[config.mk]
export PLATFORM = sky130hd
export DESIGN_NAME = centered_moving_average_top
export DESIGN_NICKNAME = d
export VERILOG_FILES = /design/src/rtl/cmav_pkg.sv /design/src/rtl/cmav_fifo.sv /design/src/rtl/cmav_front.sv /design/src/rtl/cmav_back.sv /design/src/rtl/centered_moving_average_top.sv
export SDC_FILE = /design/constraint.sdc
export NUM_CORES = 2
export LEC_CHECK = 0
export BUFFER_PORTS_ARGS = -buffer_cell sky130_fd_sc_hd__buf_4
export CAP_MARGIN = 40
export CORE_ASPECT_RATIO = 0.8
export CORE_MARGIN = 3
export CORE_UTILIZATION = 55
export DETAILED_ROUTE_END_ITERATION = 6
export GPL_TIMING_DRIVEN = 0
export PLACE_DENSITY_LB_ADDON = 0.1
export SLEW_MARGIN = 20
export SYNTH_ARGS = -nofsm -noshare
export SYNTH_HDL_FRONTEND = slang
export SYNTH_SLANG_ARGS = --single-unit
[constraint.sdc]
create_clock -name clk -period 30.2 [get_ports clk]
set_input_delay 6.04 -clock clk [delete_from_list [all_inputs] [get_ports clk]]
set_output_delay 6.04 -clock clk [all_outputs]
set_load 0.05 [all_outputs]
[src/rtl/cmav_pkg.sv]
// Shared definitions for the centered moving average block.
// Holds default sizes, the register width and the queue command codes.
// No dependencies.
`timescale 1ns / 1ps

package cmav_pkg;

  localparam int DEF_MAX_HALF     = 8;
  localparam int DEF_SAMPLE_WIDTH = 16;
  localparam int QUEUE_DEPTH      = 4;

  localparam int WHALF_W = 4;
  localparam logic [WHALF_W-1:0] WHALF_RESET = 4'd1;

  typedef enum logic {
    CMD_SHIFT = 1'b0,
    CMD_MEAN  = 1'b1
  } cmd_op_t;

endpackage

[src/rtl/cmav_fifo.sv]
// Small command queue between the front and back sections.
// Register-based FIFO, fall-through read of the head entry.
// No package dependencies.
`timescale 1ns / 1ps

module cmav_fifo #(
  parameter int DATA_W = 8,
  parameter int DEPTH  = 4
) (
  input  logic              clk,
  input  logic              rst_n,
  input  logic              push,
  input  logic [DATA_W-1:0] push_data,
  output logic              full,
  input  logic              pop,
  output logic [DATA_W-1:0] pop_data,
  output logic              empty
);

  localparam int PTR_W = (DEPTH > 1) ? $clog2(DEPTH) : 1;

  logic [DATA_W-1:0] mem_r [0:DEPTH-1];
  logic [PTR_W-1:0]  wr_ptr_r;
  logic [PTR_W-1:0]  rd_ptr_r;
  logic [PTR_W:0]    count_r;

  assign full     = (count_r == (PTR_W+1)'(DEPTH));
  assign empty    = (count_r == '0);
  assign pop_data = mem_r[rd_ptr_r];

  always_ff @(posedge clk) begin
    if (push) begin
      mem_r[wr_ptr_r] <= push_data;
    end
  end

  always_ff @(posedge clk) begin
    if (!rst_n) begin
      wr_ptr_r <= '0;
      rd_ptr_r <= '0;
      count_r  <= '0;
    end else begin
      if (push) begin
        wr_ptr_r <= (wr_ptr_r == PTR_W'(DEPTH - 1)) ? '0 : wr_ptr_r + 1'b1;
      end
      if (pop) begin
        rd_ptr_r <= (rd_ptr_r == PTR_W'(DEPTH - 1)) ? '0 : rd_ptr_r + 1'b1;
      end
      case ({push, pop})
        2'b10:   count_r <= count_r + 1'b1;
        2'b01:   count_r <= count_r - 1'b1;
        default: count_r <= count_r;
      endcase
    end
  end

endmodule

[src/rtl/cmav_front.sv]
// Front section: accepts input words, holds the window_half register and
// the stream position counters, and issues shift and mean commands.
// Depends on cmav_pkg.
`timescale 1ns / 1ps

module cmav_front #(
  parameter int MAX_HALF     = 8,
  parameter int SAMPLE_WIDTH = 16
) (
  input  logic                                    clk,
  input  logic                                    rst_n,
  input  logic                                    cfg_valid,
  output logic                                    cfg_ready,
  input  logic [cmav_pkg::WHALF_W-1:0]            cfg_window_half,
  input  logic                                    in_valid,
  output logic                                    in_stall,
  input  logic signed [SAMPLE_WIDTH-1:0]          in_sample,
  input  logic                                    in_last,
  output logic                                    q_push,
  output logic [1+1+$clog2(2*MAX_HALF+1)+$clog2(2*MAX_HALF+2)+SAMPLE_WIDTH-1:0]
                                                  q_data,
  input  logic                                    q_full
);
  import cmav_pkg::*;

  localparam int IDX_W    = $clog2(2*MAX_HALF+1);
  localparam int CNT_W    = $clog2(2*MAX_HALF+2);
  localparam int SEEN_W   = $clog2(3*MAX_HALF+2);
  localparam int W_W      = $clog2(MAX_HALF+1);
  localparam int SEEN_CAP = 3*MAX_HALF+1;
  localparam int WIN_CAP  = 2*MAX_HALF+1;

  logic [WHALF_W-1:0] window_half_r;
  logic [SEEN_W-1:0]  seen_r;
  logic [CNT_W-1:0]   nop_r;
  logic [CNT_W-1:0]   stop_r;
  logic [W_W-1:0]     w_r;
  logic               last_item_r;
  logic               busy_r;

  logic               in_acc;
  logic [W_W-1:0]     w_eff;
  logic [SEEN_W-1:0]  seen_inc;
  logic [CNT_W-1:0]   nop_inc;
  logic [CNT_W-1:0]   stop_nxt;
  logic [CNT_W-1:0]   d;
  logic [CNT_W-1:0]   w_ext;
  logic [CNT_W-1:0]   right;
  logic [SEEN_W-1:0]  older;
  logic [SEEN_W-1:0]  w_seen;
  logic [CNT_W-1:0]   left;
  logic [IDX_W-1:0]   start;
  logic [CNT_W-1:0]   cnt;
  logic               mean_last;

  assign cfg_ready = 1'b1;
  assign in_stall  = busy_r | q_full;
  assign in_acc    = in_valid & ~in_stall;
  assign q_push    = in_acc | (busy_r & ~q_full);

  always_comb begin
    if (32'(window_half_r) > MAX_HALF) begin
      w_eff = W_W'(MAX_HALF);
    end else begin
      w_eff = W_W'(window_half_r);
    end
    seen_inc = (32'(seen_r) < SEEN_CAP) ? seen_r + 1'b1 : seen_r;
    nop_inc  = (32'(nop_r) < WIN_CAP) ? nop_r + 1'b1 : nop_r;
    stop_nxt = in_last ? '0 : CNT_W'(w_eff);

    d     = nop_r - 1'b1;
    w_ext = CNT_W'(w_r);
    right = (d < w_ext) ? d : w_ext;
    if ((SEEN_W+1)'(seen_r) >= (SEEN_W+1)'(nop_r)) begin
      older = seen_r - SEEN_W'(nop_r);
    end else begin
      older = '0;
    end
    w_seen    = SEEN_W'(w_r);
    left      = (older < w_seen) ? CNT_W'(older) : w_ext;
    start     = IDX_W'(d - right);
    cnt       = left + right + 1'b1;
    mean_last = last_item_r & (d == stop_r);

    if (busy_r) begin
      q_data = {CMD_MEAN, mean_last, start, cnt, {SAMPLE_WIDTH{1'b0}}};
    end else begin
      q_data = {CMD_SHIFT, 1'b0, {IDX_W{1'b0}}, {CNT_W{1'b0}}, in_sample};
    end
  end

  always_ff @(posedge clk) begin
    if (!rst_n) begin
      window_half_r <= WHALF_RESET;
      seen_r        <= '0;
      nop_r         <= '0;
      stop_r        <= '0;
      w_r           <= '0;
      last_item_r   <= 1'b0;
      busy_r        <= 1'b0;
    end else begin
      if (cfg_valid) begin
        window_half_r <= cfg_window_half;
      end
      if (in_acc) begin
        seen_r      <= seen_inc;
        nop_r       <= nop_inc;
        stop_r      <= stop_nxt;
        w_r         <= w_eff;
        last_item_r <= in_last;
        busy_r      <= (nop_inc > stop_nxt);
      end else if (busy_r && !q_full) begin
        nop_r <= d;
        if (d == stop_r) begin
          busy_r <= 1'b0;
          if (last_item_r) begin
            seen_r <= '0;
            nop_r  <= '0;
          end
        end
      end
    end
  end

  a_busy_has_pending: assert property (@(posedge clk) disable iff (!rst_n)
    busy_r |-> nop_r != '0)
    else $error("front busy with no pending position");

  a_last_clears: assert property (@(posedge clk) disable iff (!rst_n)
    (busy_r && !q_full && mean_last) |=> (!busy_r && nop_r == '0 && seen_r == '0))
    else $error("stream end did not clear counters");

  a_seen_cap: assert property (@(posedge clk) disable iff (!rst_n)
    32'(seen_r) <= SEEN_CAP)
    else $error("sample count above cap");

endmodule

[src/rtl/cmav_back.sv]
// Back section: executes queued commands, keeps the sample window,
// sums a window one tap per cycle and divides by reciprocal multiply.
// Depends on cmav_pkg.
`timescale 1ns / 1ps

module cmav_back #(
  parameter int MAX_HALF     = 8,
  parameter int SAMPLE_WIDTH = 16
) (
  input  logic                                    clk,
  input  logic                                    rst_n,
  output logic                                    q_pop,
  input  logic [1+1+$clog2(2*MAX_HALF+1)+$clog2(2*MAX_HALF+2)+SAMPLE_WIDTH-1:0]
                                                  q_data,
  input  logic                                    q_empty,
  output logic                                    out_valid,
  input  logic                                    out_stall,
  output logic signed [SAMPLE_WIDTH-1:0]          out_average,
  output logic                                    out_last_res
);
  import cmav_pkg::*;

  localparam int WIN_DEPTH = 2*MAX_HALF+1;
  localparam int IDX_W     = $clog2(2*MAX_HALF+1);
  localparam int CNT_W     = $clog2(2*MAX_HALF+2);
  localparam int SUM_W     = SAMPLE_WIDTH + $clog2(2*MAX_HALF+1);
  localparam int RCP_S     = SUM_W + 1;
  localparam int TAB_N     = 1 << CNT_W;

  typedef enum logic [2:0] {
    ST_IDLE,
    ST_ACC,
    ST_NRM,
    ST_MUL,
    ST_FIX,
    ST_OUT
  } state_t;

  state_t                       state_r;
  logic signed [SAMPLE_WIDTH-1:0] win_r [0:WIN_DEPTH-1];
  logic [IDX_W-1:0]             k_r;
  logic [CNT_W-1:0]             rem_r;
  logic [CNT_W-1:0]             cnt_r;
  logic                         last_r;
  logic signed [SUM_W-1:0]      sum_r;
  logic [RCP_S-1:0]             n_r;
  logic                         neg_r;
  logic [2*RCP_S-1:0]           prod_r;
  logic                         out_valid_r;
  logic signed [SAMPLE_WIDTH-1:0] out_avg_r;
  logic                         out_last_r;

  logic [RCP_S-1:0]             rcp_tab [0:TAB_N-1];

  logic                         cmd_op;
  logic                         cmd_last;
  logic [IDX_W-1:0]             cmd_start;
  logic [CNT_W-1:0]             cmd_cnt;
  logic signed [SAMPLE_WIDTH-1:0] cmd_sample;

  logic [SUM_W-1:0]             mag;
  logic [CNT_W:0]               dv;
  logic [RCP_S-1:0]             q0;
  logic [RCP_S-1:0]             qd;
  logic [RCP_S-1:0]             rem_q;
  logic [RCP_S-1:0]             q;
  logic [RCP_S-1:0]             q_signed;

  for (genvar g = 0; g < TAB_N; g++) begin : g_rcp
    if (g == 0) begin : g_zero
      assign rcp_tab[g] = '0;
    end else begin : g_val
      localparam logic [63:0] RV = (64'd1 << RCP_S) / (64'(2*g));
      assign rcp_tab[g] = RV[RCP_S-1:0];
    end
  end

  assign {cmd_op, cmd_last, cmd_start, cmd_cnt, cmd_sample} = q_data;
  assign q_pop        = (state_r == ST_IDLE) & ~q_empty;
  assign out_valid    = out_valid_r;
  assign out_average  = out_avg_r;
  assign out_last_res = out_last_r;

  always_comb begin
    mag      = sum_r[SUM_W-1] ? SUM_W'(-sum_r) : SUM_W'(sum_r);
    dv       = {cnt_r, 1'b0};
    q0       = prod_r[2*RCP_S-1:RCP_S];
    qd       = RCP_S'(q0 * RCP_S'(dv));
    rem_q    = n_r - qd;
    q        = (rem_q >= RCP_S'(dv)) ? q0 + 1'b1 : q0;
    q_signed = neg_r ? RCP_S'(-q) : q;
  end

  always_ff @(posedge clk) begin
    if (!rst_n) begin
      state_r     <= ST_IDLE;
      out_valid_r <= 1'b0;
    end else begin
      case (state_r)
        ST_IDLE: begin
          if (!q_empty) begin
            if (cmd_op == CMD_SHIFT) begin
              for (int i = WIN_DEPTH-1; i > 0; i--) begin
                win_r[i] <= win_r[i-1];
              end
              win_r[0] <= cmd_sample;
            end else begin
              k_r     <= cmd_start;
              rem_r   <= cmd_cnt;
              cnt_r   <= cmd_cnt;
              last_r  <= cmd_last;
              sum_r   <= '0;
              state_r <= ST_ACC;
            end
          end
        end
        ST_ACC: begin
          sum_r <= sum_r + SUM_W'(win_r[k_r]);
          k_r   <= k_r + 1'b1;
          rem_r <= rem_r - 1'b1;
          if (rem_r == CNT_W'(1)) begin
            state_r <= ST_NRM;
          end
        end
        ST_NRM: begin
          neg_r   <= sum_r[SUM_W-1];
          n_r     <= {mag, 1'b0} + RCP_S'(cnt_r);
          state_r <= ST_MUL;
        end
        ST_MUL: begin
          prod_r  <= (2*RCP_S)'(n_r) * (2*RCP_S)'(rcp_tab[cnt_r]);
          state_r <= ST_FIX;
        end
        ST_FIX: begin
          out_avg_r   <= q_signed[SAMPLE_WIDTH-1:0];
          out_last_r  <= last_r;
          out_valid_r <= 1'b1;
          state_r     <= ST_OUT;
        end
        ST_OUT: begin
          if (!out_stall) begin
            out_valid_r <= 1'b0;
            state_r     <= ST_IDLE;
          end
        end
        default: begin
          state_r     <= ST_IDLE;
          out_valid_r <= 1'b0;
        end
      endcase
    end
  end

  a_valid_in_out_state: assert property (@(posedge clk) disable iff (!rst_n)
    out_valid_r == (state_r == ST_OUT))
    else $error("result valid outside output state");

  a_pop_only_idle: assert property (@(posedge clk) disable iff (!rst_n)
    q_pop |-> (state_r == ST_IDLE && !out_valid_r))
    else $error("command taken while busy");

  a_acc_nonempty: assert property (@(posedge clk) disable iff (!rst_n)
    (state_r == ST_ACC) |-> (rem_r != '0 && cnt_r != '0))
    else $error("accumulating an empty window");

endmodule

[src/rtl/centered_moving_average_top.sv]
// Top level of the centered moving average block.
// Instantiates cmav_front, cmav_fifo and cmav_back; depends on cmav_pkg.
// Usage:
//   Input channel (in_valid / in_stall): one word per sample, in_sample is
//   signed Q8.8, in_last marks the final sample of a stream and flushes it.
//   Result channel (out_valid / out_stall): out_average is the rounded mean
//   of the in-range samples within window_half positions of one position,
//   out_last_res marks the final result of a stream.
//   Config channel (cfg_valid / cfg_ready): writes window_half; ready is
//   always high. Write it only while no stream work is outstanding.
//   Throughput: the front takes no new sample while it issues the mean
//   commands that a sample releases, or while the command queue is full.
//   Each result passes ST_IDLE, ST_ACC, ST_NRM, ST_MUL, ST_FIX and ST_OUT
//   in the back section, which takes no new command until the result has
//   left ST_OUT. ST_ACC sums the window taps one tap per cycle; their
//   count is at most 2*MAX_HALF+1.
//   Reset: synchronous, active low; window_half returns to 1, all counters
//   and the queue clear, no result is pending.
//   Stall: a result holds on the outputs while out_stall is high; the queue
//   keeps taking samples until it fills, then in_stall rises.
`timescale 1ns / 1ps

module centered_moving_average_top #(
  parameter int MAX_HALF     = cmav_pkg::DEF_MAX_HALF,
  parameter int SAMPLE_WIDTH = cmav_pkg::DEF_SAMPLE_WIDTH
) (
  input  logic                           clk,
  input  logic                           rst_n,
  input  logic                           cfg_valid,
  output logic                           cfg_ready,
  input  logic [cmav_pkg::WHALF_W-1:0]   cfg_window_half,
  input  logic                           in_valid,
  output logic                           in_stall,
  input  logic signed [SAMPLE_WIDTH-1:0] in_sample,
  input  logic                           in_last,
  output logic                           out_valid,
  input  logic                           out_stall,
  output logic signed [SAMPLE_WIDTH-1:0] out_average,
  output logic                           out_last_res
);
  import cmav_pkg::*;

  localparam int IDX_W  = $clog2(2*MAX_HALF+1);
  localparam int CNT_W  = $clog2(2*MAX_HALF+2);
  localparam int DATA_W = 2 + IDX_W + CNT_W + SAMPLE_WIDTH;

  logic              q_push;
  logic [DATA_W-1:0] q_push_data;
  logic              q_full;
  logic              q_pop;
  logic [DATA_W-1:0] q_pop_data;
  logic              q_empty;

  cmav_front #(
    .MAX_HALF     (MAX_HALF),
    .SAMPLE_WIDTH (SAMPLE_WIDTH)
  ) u_front (
    .clk             (clk),
    .rst_n           (rst_n),
    .cfg_valid       (cfg_valid),
    .cfg_ready       (cfg_ready),
    .cfg_window_half (cfg_window_half),
    .in_valid        (in_valid),
    .in_stall        (in_stall),
    .in_sample       (in_sample),
    .in_last         (in_last),
    .q_push          (q_push),
    .q_data          (q_push_data),
    .q_full          (q_full)
  );

  cmav_fifo #(
    .DATA_W (DATA_W),
    .DEPTH  (QUEUE_DEPTH)
  ) u_queue (
    .clk       (clk),
    .rst_n     (rst_n),
    .push      (q_push),
    .push_data (q_push_data),
    .full      (q_full),
    .pop       (q_pop),
    .pop_data  (q_pop_data),
    .empty     (q_empty)
  );

  cmav_back #(
    .MAX_HALF     (MAX_HALF),
    .SAMPLE_WIDTH (SAMPLE_WIDTH)
  ) u_back (
    .clk          (clk),
    .rst_n        (rst_n),
    .q_pop        (q_pop),
    .q_data       (q_pop_data),
    .q_empty      (q_empty),
    .out_valid    (out_valid),
    .out_stall    (out_stall),
    .out_average  (out_average),
    .out_last_res (out_last_res)
  );

endmodule
# ---- Yosys cells after proc, flatten, opt, wreduce, memory -nomap -nowiden
# Memories as Yosys holds them, arrays and structs flattened. A register that Yosys moved wholly into a read port is not among the register bits.
# Cells that the tools add are included.
dict set report word_totals {
  wordCells 155
  out_inout_bits 20
  mem_bits_rw 384
  mem_count 3
  ff_bits 157
  inputBits 26
  mem_bits_ro 704
}
# memory words width rd rd_ports_with_merged_regs wr line
set mem_list {}
lappend mem_list {{(no name shown)} 32 22 1 0 0 cmav_back.sv:131} ;# prod_r <= (2*RCP_S)'(n_r) * (2*RCP_S)'(rcp_tab[cnt_r]);
lappend mem_list {u_back.win_r 17 16 17 1 17 cmav_back.sv:40} ;# logic signed [SAMPLE_WIDTH-1:0] win_r [0:WIN_DEPTH-1];
lappend mem_list {u_queue.mem_r 4 28 1 1 1 cmav_fifo.sv:22} ;# logic [DATA_W-1:0] mem_r [0:DEPTH-1];
dict set report classes {
  addsub 19
  multipliers 2
  muxes 53
  n_lt_le_gt_ge 9
  reduce_logical 19
  n_eq_ne 17
  n_bitwise 11
}
# op n
set op_table {}
lappend op_table {{two-way mux 5 bit} 18}
lappend op_table {{two-way mux 21 bit} 3}
lappend op_table {{multiplier 22 x 22 -> 44 bit} 1}
lappend op_table {{two-way mux 22 bit} 2}
lappend op_table {{one-hot mux 21 bit (2 select lines)} 1}
lappend op_table {{two-way mux 16 bit} 2}
lappend op_table {{two-way mux 28 bit} 1}
lappend op_table {{adder 22 x 5 -> 22 bit} 1}
lappend op_table {{>= comparator 22 x 6 -> 1 bit} 1}
lappend op_table {{multiplier 22 x 5 -> 21 bit} 1}
lappend op_table {{subtractor 22 bit} 1}
lappend op_table {{adder 21 x 16 -> 21 bit} 1}
lappend op_table {{negator 21 bit} 1}
lappend op_table {{adder 5 x 1 -> 5 bit (second input constant)} 4}
lappend op_table {{one-hot mux 5 bit (2 select lines)} 2}
lappend op_table {{one-hot mux 3 bit (6 select lines)} 1}
lappend op_table {{adder 16 x 1 -> 16 bit (second input constant)} 1}
lappend op_table {{negator 16 bit} 1}
lappend op_table {{AND reduction 4 bit} 4}
lappend op_table {{two-way mux 3 bit} 4}
lappend op_table {{two-way mux 1 bit} 11}
lappend op_table {{< comparator 5 x 4 -> 1 bit} 2}
lappend op_table {{< comparator 5 bit (second input constant)} 2}
lappend op_table {{AND reduction 2 bit} 5}
lappend op_table {{other kinds (32)} 59}

# ---- Logic depth before layout (Yosys ltp)
dict set report logic_depth {
  word_depth 7
  mapped_depth 40
  ltp_nobuf 36
}

# ---- Cells and area by module
# A second synthesis with hierarchy kept.
dict set report unflattened {
  hier_cells 3758
  hier_area_um2 42864.9
}
# module seq_area_each_um2 area_each_um2 n_inst cells_per_inst
set by_module_without_submodules {}
lappend by_module_without_submodules {cmav_back 11290.8 35800.6 1 3260}
lappend by_module_without_submodules {cmav_fifo 3543.4 4554.4 1 193}
lappend by_module_without_submodules {cmav_front 480.5 2509.9 1 305}

# ---- Worst setup path before layout
# Ideal clock, no wire load.
dict set report synth_timing {
  path_kind {input to register}
  start {input rst_n}
  end {memory u_back.win_r[0][0] (enable)}
  path_buffers 0
  arrival_time_ps 17368
  required_ps 29289
  setup_time_ps 911
  cell_stages 2
  path_slack_ps 11921
  path_cell_list {nand2_1 -> nor2_1}
}
# item line
set synth_lines {}
lappend synth_lines {{start, declared} centered_moving_average_top.sv:28} ;# input logic rst_n,
lappend synth_lines {{end, declared} cmav_back.sv:40}

# ---- Final worst setup path
dict set report layout_timing {
  start {register u_back.cnt_r[1]}
  end {register u_back.prod_r[42] (data pin)}
}
dict set report layout_between {
  elab_chain_len 5
}
# item line
set layout_lines {}
lappend layout_lines {{start, declared} cmav_back.sv:43} ;# logic [CNT_W-1:0] cnt_r;
lappend layout_lines {{start signal, assigned} cmav_back.sv:110} ;# cnt_r <= cmd_cnt;
lappend layout_lines {{inverter 5 -> 6 bit (implied by the code)} cmav_back.sv:131}
lappend layout_lines {{memory read (32 x 22 bit)} --}
lappend layout_lines {{two-way mux 22 bit (implied by the code) (2 in series)} cmav_back.sv:131}
lappend layout_lines {{multiplier 22 x 22 -> 44 bit} cmav_back.sv:131}
lappend layout_lines {{end signal, assigned} cmav_back.sv:131}
lappend layout_lines {{end, declared} cmav_back.sv:48} ;# logic [2*RCP_S-1:0] prod_r;
# No other way between the ends. The select of a mux whose other input is x is not followed.
# A chain may end at the register's enable or synchronous reset.

==> impl_results.md <==
* Run status: completed
* Final Hold Fails at 0
* Chip Height at 254 um
* Setup TNS at 0 ns
* Die ar. at 0.0800 mm^2
* Fmax at 87.1 MHz
* Net count of the mapped netlist at 4466
* Cell variety after synth at 86
* Commonest non-fill, non-tap cells in the layout: sky130_fd_sc_hd__inv_1, sky130_fd_sc_hd__nand2_1, sky130_fd_sc_hd__edfxtp_1
* Actual transition at the worst max-transition pin at 0.972 ns
* Reg-to-reg slack, setup at 18.73 ns
* Wire length of the first global-routing pass at 163 mm
* Number of global-route vias before repair at 27700
* Effective utilization at floorplan at 55.7%
* Iter 0 DRT Violations at 2577
* Total global routing overflow at 0
* Sequential element share of the synthesized area at 36.3%
* Total placed instance area at 0.0443 mm^2
* Root cell of the clock tree: sky130_fd_sc_hd__clkbuf_16
* Crit-path max FO at 10
* Reported max-cap violation count at 0
* Post-CTS sizing at 0
* Post-route clock period utilization at 38.0%
* Placeable Area at 0.0757 mm^2
* Setup crit start: u_back.cnt_r[1]
* Number of sinks on the clock net at 524
* Global placer's final weighted congestion at 0.943
* Cell count after synthesis at 3719
* Data required, critical path at 30.54 ns
* Critical-path cell with the highest stage delay: sky130_fd_sc_hd__a31oi_1
* Library cell appearing most often on the critical path: sky130_fd_sc_hd__inv_1
* CTS H-Tree Depth at 2
* Startpoint of the lowest-slack hold path: u_back.win_r[0][9]
* Clock tree from TritonCTS: yes
* Number of instances in the placed design at 4806
* Mean routed wirelength per cell at 21.1 um
* Clk buf depth at 3
* Post-CTS repair timing setup buffer count at 0
* Critical path capture point type: register
* Insertion delay to the later sink of the worst-skew pair at 0.60 ns
* Cell family contributing the most delay on the critical path: adder cells
* Largest net degree at the start of global routing at 32
* Port Buffer Count at 43
* Arrival time at the worst endpoint at 11.81 ns
* Netlist area before placement at 0.0422 mm^2
* Die Width at 316 um
* Nets at 4602
* Remaining antenna violation count at 0
* Post-synthesis average cell area at 11.3 um^2
* Area growth syn-to-layout at 9.14%
* Total non-filler cell area in the finished layout at 0.0460 mm^2
* Combined area of the multi-input logic cells at 0.0242 mm^2
* Final cell count without fillers at 4908
* Share of final-layout standard cells stronger than drive strength 1 at 8.37%
* Top-level port count at 46
* Number of CTS-inserted buffers at 54
* Most frequent standard cell in the layout excluding fill and tap cells: sky130_fd_sc_hd__inv_1
* Number of hold-repair buffers added at the cts stage at 0
* Sequential cell area at 0.0153 mm^2
* RR Startpoint: u_back.cnt_r[1]
* Setup repair after global routing missed its margin: false
* Number of flops mapped to enable cells by yosys at 482
* Type of the setup path with the least slack: register to register
* Launching element type of the critical path: register
* Via count at 27900
* Post-route DRC at 0
* Buffering stage count on the worst path with inverters included at 12
* Max transition margin at 35.2%
* Worst min-delay path class: register to register
* Most used flip-flop cell after synthesis: sky130_fd_sc_hd__edfxtp_1
* Wire length reported by the detailed router at 103 mm
* Fin Clk Skew at 0.00956 ns
* HPWL reported at the end of detailed placement at 80.6 mm
* Final period demand of the worst path at 11.47 ns
* FF+latch count, synth at 524
* CP peak stage delay at 0.68 ns
* Initial antenna violation count at 1
* Post-synthesis async set-or-reset flop share at 0%
* Number of pins with negative max-slew slack in the final report at 0
* Routed vias/inst at 5.69
* Total setup violations reported at the end of the flow at 0
* Fill cell total of the finished layout at 6257
* N_diodes at 0
* Gr usage total at 26.6%
* TritonRoute pass-1 iters at 6
* Number of rows created at floorplan at 90
* Warning count from the yosys run at 0
* Clock-pin slew reported for the worst setup and hold paths after clock tree synthesis at 0.06 ns
worst paths after layout:
path | end | cells past startpoint
hold reg to reg | u_back.win_r[1][9] | 0
hold / removal | u_back.win_r[1][9] | 0
setup / recovery | u_back.prod_r[42] | 39
setup reg to reg | u_back.prod_r[42] | 39
Yosys cell counts (all sizes together) (28+ instances only):
cell type	count	area (um^2)
nor2	173	652
fa	452	9050
inv	537	2020
a21oi	110	554
dfxtp	42	841
clkbuf	152	571
and2	156	976
xor2	65	569
edfxtp	482	14500
a21o	34	255
o21ai	91	455
nor2b	56	350
nor3	56	295
ha	269	3370
nand3	33	165
xnor2	85	744
mux4	108	2430
nand2b	28	175
mux2	29	330
nand2	495	1860
layout make-up:
class | count | area share, %
multi-input cells | 2480 | 52.5
flip-flops and latches | 524 | 33.3
inverters | 542 | 4.42
clock buffers | 70 | 3.16
well taps | 1012 | 2.75
repair buffers | 80 | 1.97
plain buffers | 173 | 1.44
clock inverters | 27 | 0.432
per-stage QoR:
| step | hold slack, ns | worst slack [ns] | util (%) |
|---|---|---|---|
| after global routing | 0.450 | 18.17 | 60.8 |
| after detailed placement | 0.427 | 18.85 | 58.6 |
| after global placement | 0.423 | 6.92 | 57.8 |
| after CTS | 0.442 | 18.84 | 60.8 |
| final | 0.441 | 18.73 | 60.8 |
| after floorplan | 0.400 | 11.92 | - |
cells by family (layout without fill, tap and decap cells):
| kind of cell | count (synthesis) | in the layout | share of synthesized area [%] |
|---|---|---|---|
| xor gates and xnor gates | 151 | 151 | 3.17 |
| DFF | 524 | 524 | 36.3 |
| buffers and inverters | 715 | 892 | 6.40 |
| adders and majority gates | 721 | 721 | 29.4 |
| AOI/OAI and AO/OA | 376 | 376 | 5.76 |
| and+or+nand+nor | 1080 | 1080 | 12.0 |
| other | 1 | 1 | 0.00889 |
| muxes | 151 | 151 | 6.88 |
routing by layer:
| metal | vias up | GRT usage [%] | wire length [um] | part of all wire (%) |
|---|---|---|---|---|
| li1 | 12700 | - | - | - |
| met1 | 14000 | 40.4 | 46400 | 45 |
| met2 | 1072 | 39.7 | 44800 | 43 |
| met3 | 167 | 4.76 | 8940 | 8.6 |
| met4 | 0 | 7.61 | 3330 | 3.2 |
| met5 | - | 0 | 0 | 0 |
state kept, by name, summed over array words and instances (netlist names), 2 cells and up, named ones only:
register,count
u_queue.wr_ptr_r,2
u_queue.count_r,3
u_back.cnt_r,5
u_front.stop_r,4
u_back.state_r,3
u_front.nop_r,5
u_back.rem_r,5
u_back.prod_r,21
u_front.seen_r,5
u_back.n_r,22
u_back.sum_r,21
u_back.win_r,272
u_back.k_r,5
u_back.out_average,16
u_front.w_r,4
u_front.window_half_r,4
u_queue.mem_r,112
u_queue.rd_ptr_r,2
Power is not shown: default switching activity piles up to over one toggle a cycle in this logic, so the estimate is an artifact.
